$ cat config.mk
export PLATFORM = sky130hd
export DESIGN_NAME = http_request_head_tokenizer
export DESIGN_NICKNAME = d
export VERILOG_FILES = /design/src/rtl/htok_pkg.sv /design/src/rtl/htok_front.sv /design/src/rtl/htok_queue.sv /design/src/rtl/htok_back.sv /design/src/rtl/http_request_head_tokenizer.sv
export SDC_FILE = /design/constraint.sdc
export NUM_CORES = 1
export LEC_CHECK = 0
export BUFFER_PORTS_ARGS = -buffer_cell sky130_fd_sc_hd__buf_2
export CORE_ASPECT_RATIO = 0.75
export CORE_MARGIN = 5
export CORE_UTILIZATION = 61
export CTS_CLUSTER_SIZE = 24
export DETAILED_ROUTE_END_ITERATION = 8
export GPL_TIMING_DRIVEN = 0
export PLACE_DENSITY = 0.8
export SLEW_MARGIN = 20
export SYNTH_ARGS = -nofsm -noshare
export SYNTH_HDL_FRONTEND = slang
export SYNTH_SLANG_ARGS = --single-unit
$ cat constraint.sdc
create_clock -name i_clk -period 15.5 [get_ports i_clk]
set_clock_uncertainty 0.05 [all_clocks]
set_input_delay 3.1 -clock i_clk [delete_from_list [all_inputs] [get_ports i_clk]]
set_output_delay 3.1 -clock i_clk [all_outputs]
set_load 0.02 [all_outputs]
$ cat src/rtl/htok_pkg.sv
// Types, byte codes and the byte classifier shared by the request head tokenizer.
// No dependencies.
package htok_pkg;

    localparam logic [7:0] BYTE_SP    = 8'h20;
    localparam logic [7:0] BYTE_DOT   = 8'h2e;
    localparam logic [7:0] BYTE_CR    = 8'h0d;
    localparam logic [7:0] BYTE_LF    = 8'h0a;
    localparam logic [7:0] BYTE_COLON = 8'h3a;
    localparam logic [7:0] BYTE_H     = 8'h48;
    localparam logic [7:0] BYTE_T     = 8'h54;
    localparam logic [7:0] BYTE_P     = 8'h50;
    localparam logic [7:0] BYTE_SLASH = 8'h2f;

    localparam logic [1:0] EV_REQ_LINE = 2'd0;
    localparam logic [1:0] EV_HEADER   = 2'd1;
    localparam logic [1:0] EV_MSG_END  = 2'd2;

    typedef struct packed {
        logic [7:0] data_byte;
        logic       last_in_buffer;
    } t_item;

    typedef struct packed {
        logic [1:0]  event_kind;
        logic [15:0] first_start;
        logic [15:0] first_end;
        logic [15:0] second_start;
        logic [15:0] second_end;
        logic [7:0]  major_char;
        logic [7:0]  minor_char;
    } t_result;

    typedef enum logic [2:0] {
        CLS_SP,
        CLS_DOT,
        CLS_CR,
        CLS_LF,
        CLS_COLON,
        CLS_VERSION_LETTER,
        CLS_OTHER
    } t_byte_class;

    // One classified byte, as handed from the front to the back.
    typedef struct packed {
        logic [7:0]  data_byte;
        t_byte_class cls;
        logic [15:0] off;
        logic [15:0] nxt;
        logic        last;
    } t_token;

    typedef enum logic [3:0] {
        PH_METHOD      = 4'd0,
        PH_MAJOR       = 4'd1,
        PH_MINOR       = 4'd2,
        PH_PATH        = 4'd3,
        PH_KEY         = 4'd4,
        PH_VALUE       = 4'd5,
        PH_MINOR_CR    = 4'd6,
        PH_LINE_START  = 4'd7,
        PH_BLANK_CR    = 4'd8,
        PH_VALUE_FIRST = 4'd9,
        PH_VALUE_CR    = 4'd10
    } t_phase;

    function automatic t_byte_class classify(input logic [7:0] b);
        t_byte_class c;
        case (b)
            BYTE_SP:    c = CLS_SP;
            BYTE_DOT:   c = CLS_DOT;
            BYTE_CR:    c = CLS_CR;
            BYTE_LF:    c = CLS_LF;
            BYTE_COLON: c = CLS_COLON;
            BYTE_H, BYTE_T, BYTE_P, BYTE_SLASH: c = CLS_VERSION_LETTER;
            default:    c = CLS_OTHER;
        endcase
        return c;
    endfunction

endpackage

$ cat src/rtl/htok_front.sv
// Front of the tokenizer: accepts bytes, classifies them and stamps buffer offsets.
// Depends on htok_pkg.
module htok_front import htok_pkg::*; #(
    parameter longint unsigned BUFFER_BYTES = 65536
) (
    input  logic   i_clk,
    input  logic   i_rst_n,
    input  logic   i_accept,
    input  t_item  i_item,
    output t_token o_token
);

    logic [15:0] r_offset;
    logic [15:0] n_offset;
    logic [16:0] w_inc;
    logic [15:0] w_nxt;

    assign w_inc = {1'b0, r_offset} + 17'd1;
    // Wrap at the buffer size; above 64 KiB the 16-bit counter wraps by itself.
    assign w_nxt = (64'(w_inc) >= BUFFER_BYTES) ? 16'd0 : w_inc[15:0];

    always_comb begin
        n_offset = r_offset;
        if (i_accept) begin
            n_offset = i_item.last_in_buffer ? 16'd0 : w_nxt;
        end
    end

    always_ff @(posedge i_clk) begin
        if (!i_rst_n) begin
            r_offset <= 16'd0;
        end else begin
            r_offset <= n_offset;
        end
    end

    assign o_token.data_byte = i_item.data_byte;
    assign o_token.cls       = classify(i_item.data_byte);
    assign o_token.off       = r_offset;
    assign o_token.nxt       = w_nxt;
    assign o_token.last      = i_item.last_in_buffer;

endmodule

$ cat src/rtl/htok_queue.sv
// Short token queue between the front and the back of the tokenizer.
// Depends on htok_pkg.
module htok_queue import htok_pkg::*; #(
    parameter int DEPTH = 4
) (
    input  logic   i_clk,
    input  logic   i_rst_n,
    input  logic   i_push,
    input  t_token i_data,
    output logic   o_full,
    output logic   o_empty,
    input  logic   i_pop,
    output t_token o_data
);

    localparam int PTR_W = (DEPTH > 1) ? $clog2(DEPTH) : 1;
    localparam int CNT_W = $clog2(DEPTH + 1);

    t_token             r_mem [DEPTH];
    logic [PTR_W-1:0]   r_wr_ptr;
    logic [PTR_W-1:0]   r_rd_ptr;
    logic [CNT_W-1:0]   r_count;
    logic               w_do_push;
    logic               w_do_pop;

    assign o_full    = (r_count == CNT_W'(DEPTH));
    assign o_empty   = (r_count == '0);
    assign w_do_push = i_push && !o_full;
    assign w_do_pop  = i_pop && !o_empty;
    assign o_data    = r_mem[r_rd_ptr];

    always_ff @(posedge i_clk) begin
        if (w_do_push) begin
            r_mem[r_wr_ptr] <= i_data;
        end
    end

    always_ff @(posedge i_clk) begin
        if (!i_rst_n) begin
            r_wr_ptr <= '0;
            r_rd_ptr <= '0;
            r_count  <= '0;
        end else begin
            if (w_do_push) begin
                r_wr_ptr <= (r_wr_ptr == PTR_W'(DEPTH - 1)) ? '0 : r_wr_ptr + 1'b1;
            end
            if (w_do_pop) begin
                r_rd_ptr <= (r_rd_ptr == PTR_W'(DEPTH - 1)) ? '0 : r_rd_ptr + 1'b1;
            end
            if (w_do_push && !w_do_pop) begin
                r_count <= r_count + 1'b1;
            end else if (w_do_pop && !w_do_push) begin
                r_count <= r_count - 1'b1;
            end
        end
    end

endmodule

$ cat src/rtl/htok_back.sv
// Back of the tokenizer: parse state machine over classified bytes and the result register.
// Depends on htok_pkg.
module htok_back import htok_pkg::*; (
    input  logic    i_clk,
    input  logic    i_rst_n,
    input  logic    i_tok_valid,
    input  t_token  i_token,
    output logic    o_tok_take,
    output logic    o_empty,
    input  logic    i_pop,
    output t_result o_result
);

    t_phase      r_phase;
    t_phase      n_phase;
    t_phase      w_phase;
    logic [15:0] r_span_begin,  n_span_begin;
    logic [15:0] r_method_beg,  n_method_beg;
    logic [15:0] r_method_end,  n_method_end;
    logic [15:0] r_path_beg,    n_path_beg;
    logic [15:0] r_path_end,    n_path_end;
    logic [15:0] r_key_beg,     n_key_beg;
    logic [15:0] r_key_end,     n_key_end;
    logic [15:0] r_cr_offset,   n_cr_offset;
    logic [7:0]  r_held_major,  n_held_major;
    logic [7:0]  r_held_minor,  n_held_minor;
    logic        r_out_valid;
    t_result     r_out;
    logic        w_emit;
    t_result     w_event;
    logic        w_not_lf;

    assign w_not_lf   = (i_token.cls != CLS_LF);
    assign o_tok_take = i_tok_valid && (!r_out_valid || i_pop);
    assign o_empty    = !r_out_valid;
    assign o_result   = r_out;

    // A pending CR that is not followed by LF falls back to its base phase.
    always_comb begin
        w_phase = r_phase;
        if (w_not_lf) begin
            case (r_phase)
                PH_MINOR_CR: w_phase = PH_MINOR;
                PH_BLANK_CR: w_phase = PH_KEY;
                PH_VALUE_CR: w_phase = PH_VALUE;
                default:     w_phase = r_phase;
            endcase
        end
    end

    // Next phase.
    always_comb begin
        n_phase = w_phase;
        case (w_phase)
            PH_PATH: begin
                if (i_token.cls == CLS_SP) n_phase = PH_MAJOR;
            end
            PH_MAJOR: begin
                if (i_token.cls == CLS_DOT) n_phase = PH_MINOR;
            end
            PH_MINOR: begin
                if (i_token.cls == CLS_CR) n_phase = PH_MINOR_CR;
            end
            PH_MINOR_CR: n_phase = PH_LINE_START;
            PH_LINE_START, PH_KEY: begin
                if (w_phase == PH_LINE_START && i_token.cls == CLS_CR) begin
                    n_phase = PH_BLANK_CR;
                end else if (i_token.cls == CLS_COLON) begin
                    n_phase = PH_VALUE_FIRST;
                end else begin
                    n_phase = PH_KEY;
                end
            end
            PH_BLANK_CR: n_phase = PH_METHOD;
            PH_VALUE_FIRST, PH_VALUE: begin
                if (i_token.cls == CLS_CR) begin
                    n_phase = PH_VALUE_CR;
                end else begin
                    n_phase = PH_VALUE;
                end
            end
            PH_VALUE_CR: n_phase = PH_LINE_START;
            default: begin
                n_phase = (i_token.cls == CLS_SP) ? PH_PATH : PH_METHOD;
            end
        endcase
    end

    // Span bookkeeping and events.
    always_comb begin
        n_span_begin = r_span_begin;
        n_method_beg = r_method_beg;
        n_method_end = r_method_end;
        n_path_beg   = r_path_beg;
        n_path_end   = r_path_end;
        n_key_beg    = r_key_beg;
        n_key_end    = r_key_end;
        n_cr_offset  = r_cr_offset;
        n_held_major = r_held_major;
        n_held_minor = r_held_minor;
        w_emit       = 1'b0;
        w_event      = '0;

        if (r_phase == PH_MINOR_CR && w_not_lf) begin
            n_held_minor = BYTE_CR;
        end

        case (w_phase)
            PH_PATH: begin
                if (i_token.cls == CLS_SP) begin
                    n_path_beg   = r_span_begin;
                    n_path_end   = i_token.off;
                    n_span_begin = i_token.nxt;
                end
            end
            PH_MAJOR: begin
                if (i_token.cls != CLS_DOT && i_token.cls != CLS_VERSION_LETTER) begin
                    n_held_major = i_token.data_byte;
                end
            end
            PH_MINOR: begin
                if (i_token.cls == CLS_CR) begin
                    n_cr_offset = i_token.off;
                end else begin
                    n_held_minor = i_token.data_byte;
                end
            end
            PH_MINOR_CR: begin
                w_emit               = 1'b1;
                w_event.event_kind   = EV_REQ_LINE;
                w_event.first_start  = r_method_beg;
                w_event.first_end    = r_method_end;
                w_event.second_start = r_path_beg;
                w_event.second_end   = r_path_end;
                w_event.major_char   = r_held_major;
                w_event.minor_char   = r_held_minor;
                n_span_begin         = i_token.nxt;
            end
            PH_LINE_START, PH_KEY: begin
                if (w_phase == PH_LINE_START && i_token.cls == CLS_CR) begin
                    n_cr_offset = i_token.off;
                end else if (i_token.cls == CLS_COLON) begin
                    n_key_beg    = r_span_begin;
                    n_key_end    = i_token.off;
                    n_span_begin = i_token.nxt;
                end
            end
            PH_BLANK_CR: begin
                w_emit             = 1'b1;
                w_event.event_kind = EV_MSG_END;
                n_span_begin       = i_token.nxt;
            end
            PH_VALUE_FIRST, PH_VALUE: begin
                if (i_token.cls == CLS_CR) begin
                    n_cr_offset = i_token.off;
                end else if (w_phase == PH_VALUE_FIRST && i_token.cls == CLS_SP) begin
                    // skip the single space after the colon
                    n_span_begin = i_token.nxt;
                end
            end
            PH_VALUE_CR: begin
                w_emit               = 1'b1;
                w_event.event_kind   = EV_HEADER;
                w_event.first_start  = r_key_beg;
                w_event.first_end    = r_key_end;
                w_event.second_start = r_span_begin;
                w_event.second_end   = r_cr_offset;
                n_span_begin         = i_token.nxt;
            end
            default: begin
                if (i_token.cls == CLS_SP) begin
                    n_method_beg = r_span_begin;
                    n_method_end = i_token.off;
                    n_span_begin = i_token.nxt;
                end
            end
        endcase

        if (i_token.last) begin
            n_span_begin = 16'd0;
        end
    end

    always_ff @(posedge i_clk) begin
        if (!i_rst_n) begin
            r_phase      <= PH_METHOD;
            r_span_begin <= 16'd0;
            r_method_beg <= 16'd0;
            r_method_end <= 16'd0;
            r_path_beg   <= 16'd0;
            r_path_end   <= 16'd0;
            r_key_beg    <= 16'd0;
            r_key_end    <= 16'd0;
            r_cr_offset  <= 16'd0;
            r_held_major <= 8'd0;
            r_held_minor <= 8'd0;
            r_out_valid  <= 1'b0;
        end else begin
            if (o_tok_take) begin
                r_phase      <= n_phase;
                r_span_begin <= n_span_begin;
                r_method_beg <= n_method_beg;
                r_method_end <= n_method_end;
                r_path_beg   <= n_path_beg;
                r_path_end   <= n_path_end;
                r_key_beg    <= n_key_beg;
                r_key_end    <= n_key_end;
                r_cr_offset  <= n_cr_offset;
                r_held_major <= n_held_major;
                r_held_minor <= n_held_minor;
                r_out_valid  <= w_emit;
            end else if (i_pop) begin
                r_out_valid  <= 1'b0;
            end
        end
    end

    always_ff @(posedge i_clk) begin
        if (o_tok_take && w_emit) begin
            r_out <= w_event;
        end
    end

`ifndef SYNTHESIS
    a_emit_from_cr_phase: assert property (@(posedge i_clk) disable iff (!i_rst_n)
        (o_tok_take && w_emit) |->
            (r_phase == PH_MINOR_CR || r_phase == PH_BLANK_CR || r_phase == PH_VALUE_CR))
        else $error("event emitted outside a pending-CR phase");

    a_msg_end_zero: assert property (@(posedge i_clk) disable iff (!i_rst_n)
        (r_out_valid && r_out.event_kind == EV_MSG_END) |->
            (r_out.first_start == 16'd0 && r_out.first_end == 16'd0 &&
             r_out.second_start == 16'd0 && r_out.second_end == 16'd0))
        else $error("message-end event carries nonzero spans");

    a_header_no_version: assert property (@(posedge i_clk) disable iff (!i_rst_n)
        (r_out_valid && r_out.event_kind != EV_REQ_LINE) |->
            (r_out.major_char == 8'd0 && r_out.minor_char == 8'd0))
        else $error("version characters outside a request-line event");

    a_kind_legal: assert property (@(posedge i_clk) disable iff (!i_rst_n)
        r_out_valid |-> (r_out.event_kind != 2'd3))
        else $error("illegal event kind");

    a_line_start_after_event: assert property (@(posedge i_clk) disable iff (!i_rst_n)
        (o_tok_take && w_emit && r_phase != PH_BLANK_CR) |=> (r_phase == PH_LINE_START))
        else $error("phase did not return to line start after a line event");
`endif

endmodule

$ cat src/rtl/http_request_head_tokenizer.sv
// HTTP request head tokenizer, one byte per item, one event per completed line.
// Throughput: one byte per clock; the parse state machine in the back closes its loop each cycle.
// An event enters the result register at the edge on which the back takes its closing LF.
// A full result register with pop low stalls the back; the token queue then fills and raises full.
// Reset (synchronous, active low) clears the phase to method and all offsets and spans to zero.
// Depends on htok_pkg, htok_front, htok_queue and htok_back.
module http_request_head_tokenizer import htok_pkg::*; #(
    parameter longint unsigned BUFFER_BYTES = 65536,
    parameter int              QUEUE_DEPTH  = 4
) (
    input  logic    i_clk,
    input  logic    i_rst_n,
    input  logic    push,
    output logic    full,
    input  t_item   i_item,
    output logic    empty,
    input  logic    pop,
    output t_result o_result
);

    t_token w_front_tok;
    t_token w_back_tok;
    logic   w_accept;
    logic   w_q_empty;
    logic   w_take;

    assign w_accept = push && !full;

    htok_front #(
        .BUFFER_BYTES(BUFFER_BYTES)
    ) u_front (
        .i_clk   (i_clk),
        .i_rst_n (i_rst_n),
        .i_accept(w_accept),
        .i_item  (i_item),
        .o_token (w_front_tok)
    );

    htok_queue #(
        .DEPTH(QUEUE_DEPTH)
    ) u_queue (
        .i_clk  (i_clk),
        .i_rst_n(i_rst_n),
        .i_push (w_accept),
        .i_data (w_front_tok),
        .o_full (full),
        .o_empty(w_q_empty),
        .i_pop  (w_take),
        .o_data (w_back_tok)
    );

    htok_back u_back (
        .i_clk      (i_clk),
        .i_rst_n    (i_rst_n),
        .i_tok_valid(!w_q_empty),
        .i_token    (w_back_tok),
        .o_tok_take (w_take),
        .o_empty    (empty),
        .i_pop      (pop),
        .o_result   (o_result)
    );

endmodule

# Yosys cells after proc, flatten, opt, wreduce, memory -nomap -nowiden
# Memory sizes are Yosys's and may differ from the RTL's. A register that Yosys moved wholly into a read port is not among the register bits.
# Index checks and enable logic that the tools add are counted.
[totals]
elab_cells = 146
reg_bits = 254
mem_count = 1
in_bits = 13
out_inout_bits = 84
ram_bits = 176
[op_classes]
n_bitwise = 2
reduce_logical = 37
n_lt_le_gt_ge = 1
addsub = 5
n_eq_ne = 38
n_mux = 39
[memory_table]
columns = ["name", "words", "width", "rd", "rd_clocked_by_memory_dff", "write_ports", "line_no", "text"]
rows = [
  ["u_queue.r_mem", 4, 44, 1, 1, 1, "htok_queue.sv:19", "t_token r_mem [DEPTH];"],
]
[ops]
columns = ["op", "n"]
rows = [
  ["two-way mux 16 bit", 10],
  ["case mux 64 bit (2 select lines)", 1],
  ["case mux 16 bit (4 select lines)", 1],
  ["== test 8 x 6 -> 1 bit (second input constant)", 4],
  ["case mux 16 bit (2 select lines)", 1],
  ["two-way mux 4 bit", 7],
  ["case mux 4 bit (7 select lines)", 1],
  ["== test 8 x 7 -> 1 bit (second input constant)", 3],
  ["two-way mux 8 bit", 3],
  ["== test 4 x 3 -> 1 bit (second input constant)", 5],
  ["== test 4 bit (second input constant)", 5],
  ["case mux 3 bit (6 select lines)", 1],
  ["adder 16 x 1 -> 17 bit (second input constant)", 1],
  [">= comparator 17 bit (second input constant)", 1],
  ["== test 8 x 4 -> 1 bit (second input constant)", 2],
  ["case mux 4 bit (3 select lines)", 1],
  ["logical AND 1 bit", 11],
  ["two-way mux 2 bit", 5],
  ["OR reduction 10 bit", 1],
  ["inequality test 3 x 1 -> 1 bit (second input constant)", 3],
  ["inequality test 3 x 2 -> 1 bit (second input constant)", 3],
  ["AND reduction 3 bit", 3],
  ["== test 4 x 2 -> 1 bit (second input constant)", 2],
  ["AND reduction 4 bit", 2],
  ["23 further kinds", 45],
]

# Logic depth before layout (Yosys ltp)
# Gate-level depths: netlist of run 1.
[logic_depth]
depth_word = 9
depth_mapped = 10
mapped_depth_nobuf = 9

# Cells and area by module
# A second synthesis of run 1 with hierarchy kept.
[unflattened]
hier_cells = 1351
hier_area_um2 = 17478.0
[by_module_without_submodules]
columns = ["module", "instances", "cells_each", "area_per_inst_um2"]
rows = [
  ["htok_back", 1, 862, 9038.7],
  ["htok_queue", 1, 281, 6887.9],
  ["htok_front", 1, 206, 1534.0],
  ["http_request_head_tokenizer", 1, 2, 17.5],
]

# Least setup slack after synthesis of run 1
# No wires, ideal clock.
[synth_timing]
path_kind = "input-to-reg"
start = "in pop"
end = "reg u_back.r_out (netlist bit u_back.o_result[0]) (enable)"
setup_slack_ps = 3032
t_arrival_ps = 11691
path_buffers = 1
stages = 5
t_required_ps = 14723
cell_sequence = "nor2b_1 > nor2_1 > inv_1 > clkbuf_1 > nor4_1"
[synth_between]
elab_chain_len = 3
[synth_rtl]
columns = ["element", "line_no", "text"]
rows = [
  ["start: declaration", "http_request_head_tokenizer.sv:17", "input logic pop,"],
  ["logical OR 1 bit", "htok_back.sv:34", "assign o_tok_take = i_tok_valid && (!r_out_valid || i_pop);"],
  ["logical AND 1 bit", "htok_back.sv:34", ""],
  ["logical AND 1 bit", "htok_back.sv:219", "if (o_tok_take && w_emit) begin"],
  ["end signal: assignment", "htok_back.sv:220", "r_out <= w_event;"],
  ["end: declaration", "htok_back.sv:28", "t_result r_out;"],
]
# No other way between the ends.
# A chain may end at the register's enable or synchronous reset.

# Worst setup path after layout of run 1
[layout_timing]
start = "in pop"
end = "reg u_back.r_out (netlist bit u_back.o_result[32]) (enable)"
# The elaborated chain is that of the path after synthesis.

==> impl_results.md, run 1 <==
- PnR worst setup slack: 9.02 ns
- Starting Density: 61.6%
- Port Buf Inserts: 96
- DR iter-0 viols: 1144
- Share of post-route cells with drive strength above 1: 16.3%
- Syn avg cell area: 12.9 µm²
- Post-Synthesis Cells: 1333
- Final wirelength: 40200 µm
- Post-synth EDFFs: 258
- Yosys top cell area share: 45.2%
- Worst setup path class: in2reg
- Hold Crit Class: reg2reg
- Critical Path RT: 15.68 ns
- Max-cap violations: 0
- Fin. Hold Viols: 0
- PwrDens: 147 nW/µm²
- Post-DP HPWL: 27600 µm
- Die X-Extent: 204 µm
- Ports: 97
- Status: complete, no violations
- DRC: 0
- First-pass GRT wire length: 62800 µm
- Crit-path slowest cell: nor2_1
- Slew @ Worst Pin: 1.09 ns
- Fillers: 1887
- Post-place setup slack: 8.54 ns
- CTS tree: done
- Pleak: 6.33 nW
- CP cell instances: buf_2 -> nor2b_1 -> nor2_1 -> inv_1 -> clkbuf_1 -> nor4_2 -> buf_2 -> buf_2 -> buf_4 -> buf_2 -> buf_2 -> buf_2 -> buf_2 -> buf_2
- Top delay family on crit path: buffers and inverters
- CP Launch Type: input pin
- Register area share after synthesis: 65.5%
- DRT Pass-1 Iters: 6
- N_diodes: 0
- Post-synth ARST share: 0%
- H-tree levels: 2
- Full die area: 31600 µm²
- Placer Congestion: 0.916
- Most common cell on crit path: buf_2
- Number of routed nets with antenna violations: 0
- Crit path buf inv count: 11
- Prevailing post-synth register cell: edfxtp_1
- Nature of the critical path endpoint: flip-flop
- Period utilization: 41.8%
- Vias in the first global route: 10901
- Gr ovfl total: 0
- Crit path largest cell delay: 0.54 ns
- Area Overhead vs Synth: 13.7%
- Highest net fanout along the worst path: 10
- Clock Tree Buf Depth: 3
- Fmax: 154 MHz
- Yosys reg bits: 432
- Clk pin slew, worst setup/hold paths: 0.06 ns
- Post-route setup TNS: 0 ns
- Slew Limit Fails: 0
- Via Count: 11389
- Core area: 27900 µm²
- Final worst path period need: 6.48 ns
- Initial antenna violation count: 0
- Overall Global Routing Usage: 25.5%
- CTS Hold Bufs: 0
- Largest net degree at the start of global routing: 45
- DIE HEIGHT: 155 µm
- Post-layout util: 70.0%
- Final setup fails: 0
- Distinct cell type count after synthesis: 60
- Setup Buffers After CTS: 0
- Synth area leaders: edfxtp_1 45%, dfxtp_1 20%, mux4_2 5.8%, nand2_1 4.3%, a22o_1 3.5%
- Clk Latency, worst-skew pair: 0.54 ns
- Vias per cell: 6.09
- Critical Path AT: 6.66 ns
- Post-Syn Area: 17200 µm²
- Nets: 1504
- Num Clock Sinks: 432
- Num CTS Buffers: 40
- Net count after synthesis: 1354
- Peak supply drop: 0.109 mV
- Post_cts resized: 0
- # rows: 53
- RSZ-0062 raised after global routing: false
- Clk Tree Root Cell: clkbuf_16
- Max-slew headroom: 26.9%
- Biggest area consumer among synthesized cells: edfxtp_1
- Synth warnings: 0
- Routed len/inst: 21.5 µm
- Count leader, synth: edfxtp_1
- Synth cell count leaders: 258 x edfxtp_1, 197 x nand2_1, 174 x dfxtp_1
## worst paths after layout
check	start	to	slack [ns]	cells after the start
worst max-delay path	pop	u_back.o_result[32]	9.02	14
worst min-delay path	u_back.r_method_end[14]	u_back.r_method_end[14]	0.41	2
worst max register to register	flip-flop	u_back.o_result[32]	10.91	13
worst min register to register	u_back.r_method_end[14]	u_back.r_method_end[14]	0.41	2
## report_power, final
part | total (mW) | internal (mW) | switching, mW
registers | 1.30 | 1.28 | 0.0277
clock network | 0.998 | 0.588 | 0.410
logic | 0.573 | 0.202 | 0.371
total | 2.88 | 2.07 | 0.808
## worst reg2reg max path, stage by stage, from the launching register on
cell	delay, ns
dfxtp_1	0.34
buf_6	0.18
mux4_2	0.62
clkbuf_1	0.29
nand3b_1	0.44
nor4_2	0.47
buf_2	0.27
buf_2	0.24
buf_4	0.20
buf_2	0.22
buf_2	0.24
buf_2	0.25
buf_2	0.24
buf_2	0.24
## cell families (layout without fill, tap and decap cells)
family,Yosys count,after routing,synth area share (%)
buf+inv,119,299,2.79
xor+xnor,16,16,0.817
mux,63,63,6.88
compound gates,290,290,12.3
fa+ha+maj,8,8,0.627
simple gates,405,405,11.1
flops,432,432,65.5
## flip-flops by register name, indices dropped and copies added (netlist names), 2 cells and up, named ones only
name / cells
u_back.r_key_beg: 16
u_back.o_result: 82
u_back.r_key_end: 16
u_queue.r_wr_ptr: 2
u_back.r_held_minor: 8
u_back.r_held_major: 8
u_back.r_path_end: 16
u_back.r_cr_offset: 16
u_back.r_phase: 4
u_back.r_span_begin: 16
u_queue.r_rd_ptr: 2
u_back.r_path_beg: 16
u_front.r_offset: 16
u_back.r_method_beg: 16
u_queue.r_count: 3
u_back.r_method_end: 16
u_queue.r_mem: 176
## stage by stage
stage | instance area, µm² | power [mW] | cells | hold WS (ns)
2_1_floorplan | 17200 | 1.71 | 1333 | 0.381
3_3_place_gp | 18100 | 1.87 | 1786 | 0.394
3_5_place_dp | 18200 | 1.89 | 1798 | 0.406
4_1_cts | 19500 | 2.88 | 1870 | 0.415
5_1_grt | 19500 | 2.99 | 1870 | 0.430
6_report | 19500 | 2.88 | 1870 | 0.413
## per-layer routing
metal	routed length [µm]	GRT usage [%]	share of wire (%)
met5	0	0	0
met4	1100	7.13	2.7
met3	3460	4.83	8.6
met2	17700	37.9	44
met1	18000	39.2	45
## final cells by class
type | instances | area (µm²) | share of cell area [%]
buffer | 92 | 377 | 1.93
inverter | 27 | 101 | 0.520
multi-input combinational | 782 | 5470 | 28.1
clock buffer | 54 | 1110 | 5.72
sequential | 432 | 11200 | 57.6
tap | 357 | 447 | 2.29
clock inverter | 18 | 218 | 1.12
timing repair buffer | 108 | 543 | 2.78
## placed cells by master, fill, tap and decap left out, drive strengths merged, types with 3 or more instances in the layout
master    instances
edfxtp          258
nand2           197
dfxtp           174
buf             135
clkbuf          119
a21boi           75
a22o             69
o21ai            67
nand3            53
mux4             44
nor2             33
nor2b            32
inv              27
and2             24
o22ai            21
mux2i            19
nor3             19
a21oi            17
nand2b           11
xnor2            11
clkinv           10
ha                7
or3               7
nand3b            5
xor2              5
a22oi             5
bufinv            5
nor3b             5
a31oi             4
nand4             4
o2111ai           4
nor4              4
and3              3
o221a             3
clkinvlp          3
Power figures use the tool's default switching activity.
==> inputs of run 2 (changes only) <==
--- a/config.mk
+++ b/config.mk
@@ -8,11 +8,11 @@
 export BUFFER_PORTS_ARGS = -buffer_cell sky130_fd_sc_hd__buf_2
 export CORE_ASPECT_RATIO = 0.75
 export CORE_MARGIN = 5
-export CORE_UTILIZATION = 61
+export CORE_UTILIZATION = 55
 export CTS_CLUSTER_SIZE = 24
 export DETAILED_ROUTE_END_ITERATION = 8
 export GPL_TIMING_DRIVEN = 0
-export PLACE_DENSITY = 0.8
+export PLACE_DENSITY = 0.76
 export SLEW_MARGIN = 20
 export SYNTH_ARGS = -nofsm -noshare
 export SYNTH_HDL_FRONTEND = slang
==> constraint.sdc (replaced) <==
create_clock -name i_clk -period 5.7 [get_ports i_clk]
set_clock_uncertainty 0.05 [all_clocks]
set_input_delay 1.14 -clock i_clk [delete_from_list [all_inputs] [get_ports i_clk]]
set_output_delay 1.14 -clock i_clk [all_outputs]
set_load 0.02 [all_outputs]
==> run 2 against run 1 <==
Critical path type unchanged. Routed wire length decreased by 1.2%. Sequential share of layout area shrank 0.24 points. Highest routed layer is now met5. Sequential power rose to 2.7 times the previous value. Count of clock-buffer cells in the layout increased by 8. Sequential cell count did not move. Combinational power rose to 2.7 times the previous value. Register-to-register slack got worse by 9.4 ns. Critical path depth fell by 3. Final cell count is 2.5% higher. Global-route usage fell by 2.8 points. Utilization shrank 6.9 points.
==> impl_results.md, run 2 (synthesized netlist as in run 1, its figures left out) <==
- Period utilization: 75.0%
- Pleak: 6.30 nW
- Nature of the critical path endpoint: flip-flop
- Slew Limit Fails: 0
- Max-slew headroom: 30.3%
- DRT Pass-1 Iters: 6
- Share of post-route cells with drive strength above 1: 15.9%
- Register area: 11200 µm²
- CP Launch Type: input pin
- Reg2reg end: u_back.o_result[37]
- Largest net degree at the start of global routing: 45
- RSZ-0062 raised after global routing: false
- Slew @ Worst Pin: 1.04 ns
- Peak supply drop: 0.205 mV
- Via Count: 11348
- Fmax: 234 MHz
- Worst setup path class: in2reg
- Core area: 31000 µm²
- Placer Congestion: 0.873
- Port Buf Inserts: 96
- Post-Layout Cell Count: 1917
- Setup Buffers After CTS: 0
- Crit path buf inv count: 8
- Most frequent cells in the layout: 258 x edfxtp_1, 197 x nand2_1, 174 x dfxtp_1
- Critical Path AT: 4.46 ns
- Die X-Extent: 214 µm
- Max-cap violations: 0
- CTS Hold Bufs: 0
- Status: complete, no violations
- Top delay family on crit path: buffers and inverters
- Multi-input gate area: 5480 µm²
- CP cell instances: buf_2 -> nor2b_1 -> nor2_1 -> inv_1 -> clkbuf_1 -> nor4_4 -> buf_4 -> buf_4 -> buf_4 -> buf_6 -> buf_4
- First-pass GRT wire length: 62700 µm
- Overall Global Routing Usage: 22.7%
- Clock Tree Buf Depth: 3
- Hold Crit Class: reg2reg
- Highest net fanout along the worst path: 14
- Final worst path period need: 4.27 ns
- Final setup fails: 0
- Num Clock Sinks: 432
- Final wirelength: 39800 µm
- Clk Latency, worst-skew pair: 0.54 ns
- Post-layout util: 63.1%
- # rows: 56
- N_diodes: 0
- Most flop-heavy register: u_queue.r_mem
- DRC: 0
- Most common cell on crit path: buf_4
- Initial antenna violation count: 2
- Post_cts resized: 0
- Reg-to-reg slack, setup: 1.47 ns
- PwrDens: 398 nW/µm²
- Vias per cell: 5.92
- Crit-path slowest cell: nor4_4
- Post-DP HPWL: 27600 µm
- Fillers: 2308
- Gr ovfl total: 0
- WHS Path Cells: 2
- R2R cell count: 10
- Commonest non-fill, non-tap cell in the layout: edfxtp_1
- # placed instances: 1841
- Full die area: 34900 µm²
- Critical Path RT: 5.89 ns
- Area Overhead vs Synth: 14.1%
- Routed len/inst: 20.7 µm
- H-tree levels: 2
- Clk Tree Root Cell: clkbuf_16
- CTS tree: done
- Crit path largest cell delay: 0.75 ns
- Hold_sp: u_back.r_held_major[7]
- Number of routed nets with antenna violations: 0
- End of the worst hold path: u_back.r_held_major[7]
- Num CTS Buffers: 42
- Fin. Hold Viols: 0
- Nets: 1500
- Starting Density: 55.3%
- DR iter-0 viols: 1087
- Ports: 97
- Vias in the first global route: 10915
- DIE HEIGHT: 163 µm
- Clk pin slew, worst setup/hold paths: 0.06 ns
- Largest register FFs: 176
-- run 2: cell count changes in the layout (fill, tap and decap cells not counted), sizes merged --
| cell | previous run | this run |
|---|---|---|
| clkinvlp | 3 | 1 |
| clkinv | 10 | 9 |
| buf | 135 | 129 |
| inv | 27 | 29 |
| clkbuf | 119 | 127 |
| bufinv | 5 | 2 |
-- run 2: layout make-up --
| class | instances | share of cell area (%) |
|---|---|---|
| flip-flops and latches | 432 | 57.4 |
| well taps | 406 | 2.59 |
| inverters | 27 | 0.518 |
| clock inverters | 14 | 0.633 |
| plain buffers | 92 | 1.92 |
| clock buffers | 62 | 6.28 |
| multi-input cells | 782 | 28.0 |
| repair buffers | 102 | 2.72 |
-- run 2: report_power, final --
group / switching, mW / internal (mW)
clock network: 1.13 / 1.59
logic: 0.985 / 0.550
registers: 0.0731 / 3.47
total: 2.19 / 5.61
-- run 2: metrics by stage --
stage	hold WS (ns)	power (mW)	cell area [µm²]	TNS [ns]	setup WS [ns]
6_report	0.402	7.80	19600	0	1.43
5_1_grt	0.433	8.12	19600	0	1.18
4_1_cts	0.407	7.81	19600	0	1.42
3_5_place_dp	0.398	5.12	18200	0	0.858
3_3_place_gp	0.398	5.09	18200	-61.95	-0.765
2_1_floorplan	0.381	4.65	17200	0	0.638
-- run 2: worst min-delay path: cells and delay by family, from the launching register on --
kind	cells	cell delay, ns
compound gates	1	0.06
flops	1	0.30
simple gates	1	0.05
-- run 2: worst max-delay path by stage --
| stage | start | endpoint | slack [ns] | cells past startpoint |
|---|---|---|---|---|
| floorplan | pop | u_back.o_result[0] | 0.64 | 5 |
| global placement | pop | u_back.o_result[46] | -0.76 | 6 |
| detailed placement | pop | u_back.o_result[38] | 0.86 | 11 |
| CTS | pop | u_back.o_result[39] | 1.42 | 11 |
| global route | flip-flop | u_back.o_result[36] | 1.18 | 10 |
| finish | pop | u_back.o_result[37] | 1.43 | 11 |
-- run 2: routing by layer --
layer	track usage [%]	vias up	wire length (µm)	share of wire, %
li1	-	5229	-	-
met1	33.4	5568	17500	44
met2	35.4	476	18000	45
met3	4.48	73	3310	8.3
met4	5.56	2	871	2.2
met5	0	-	11	0.028
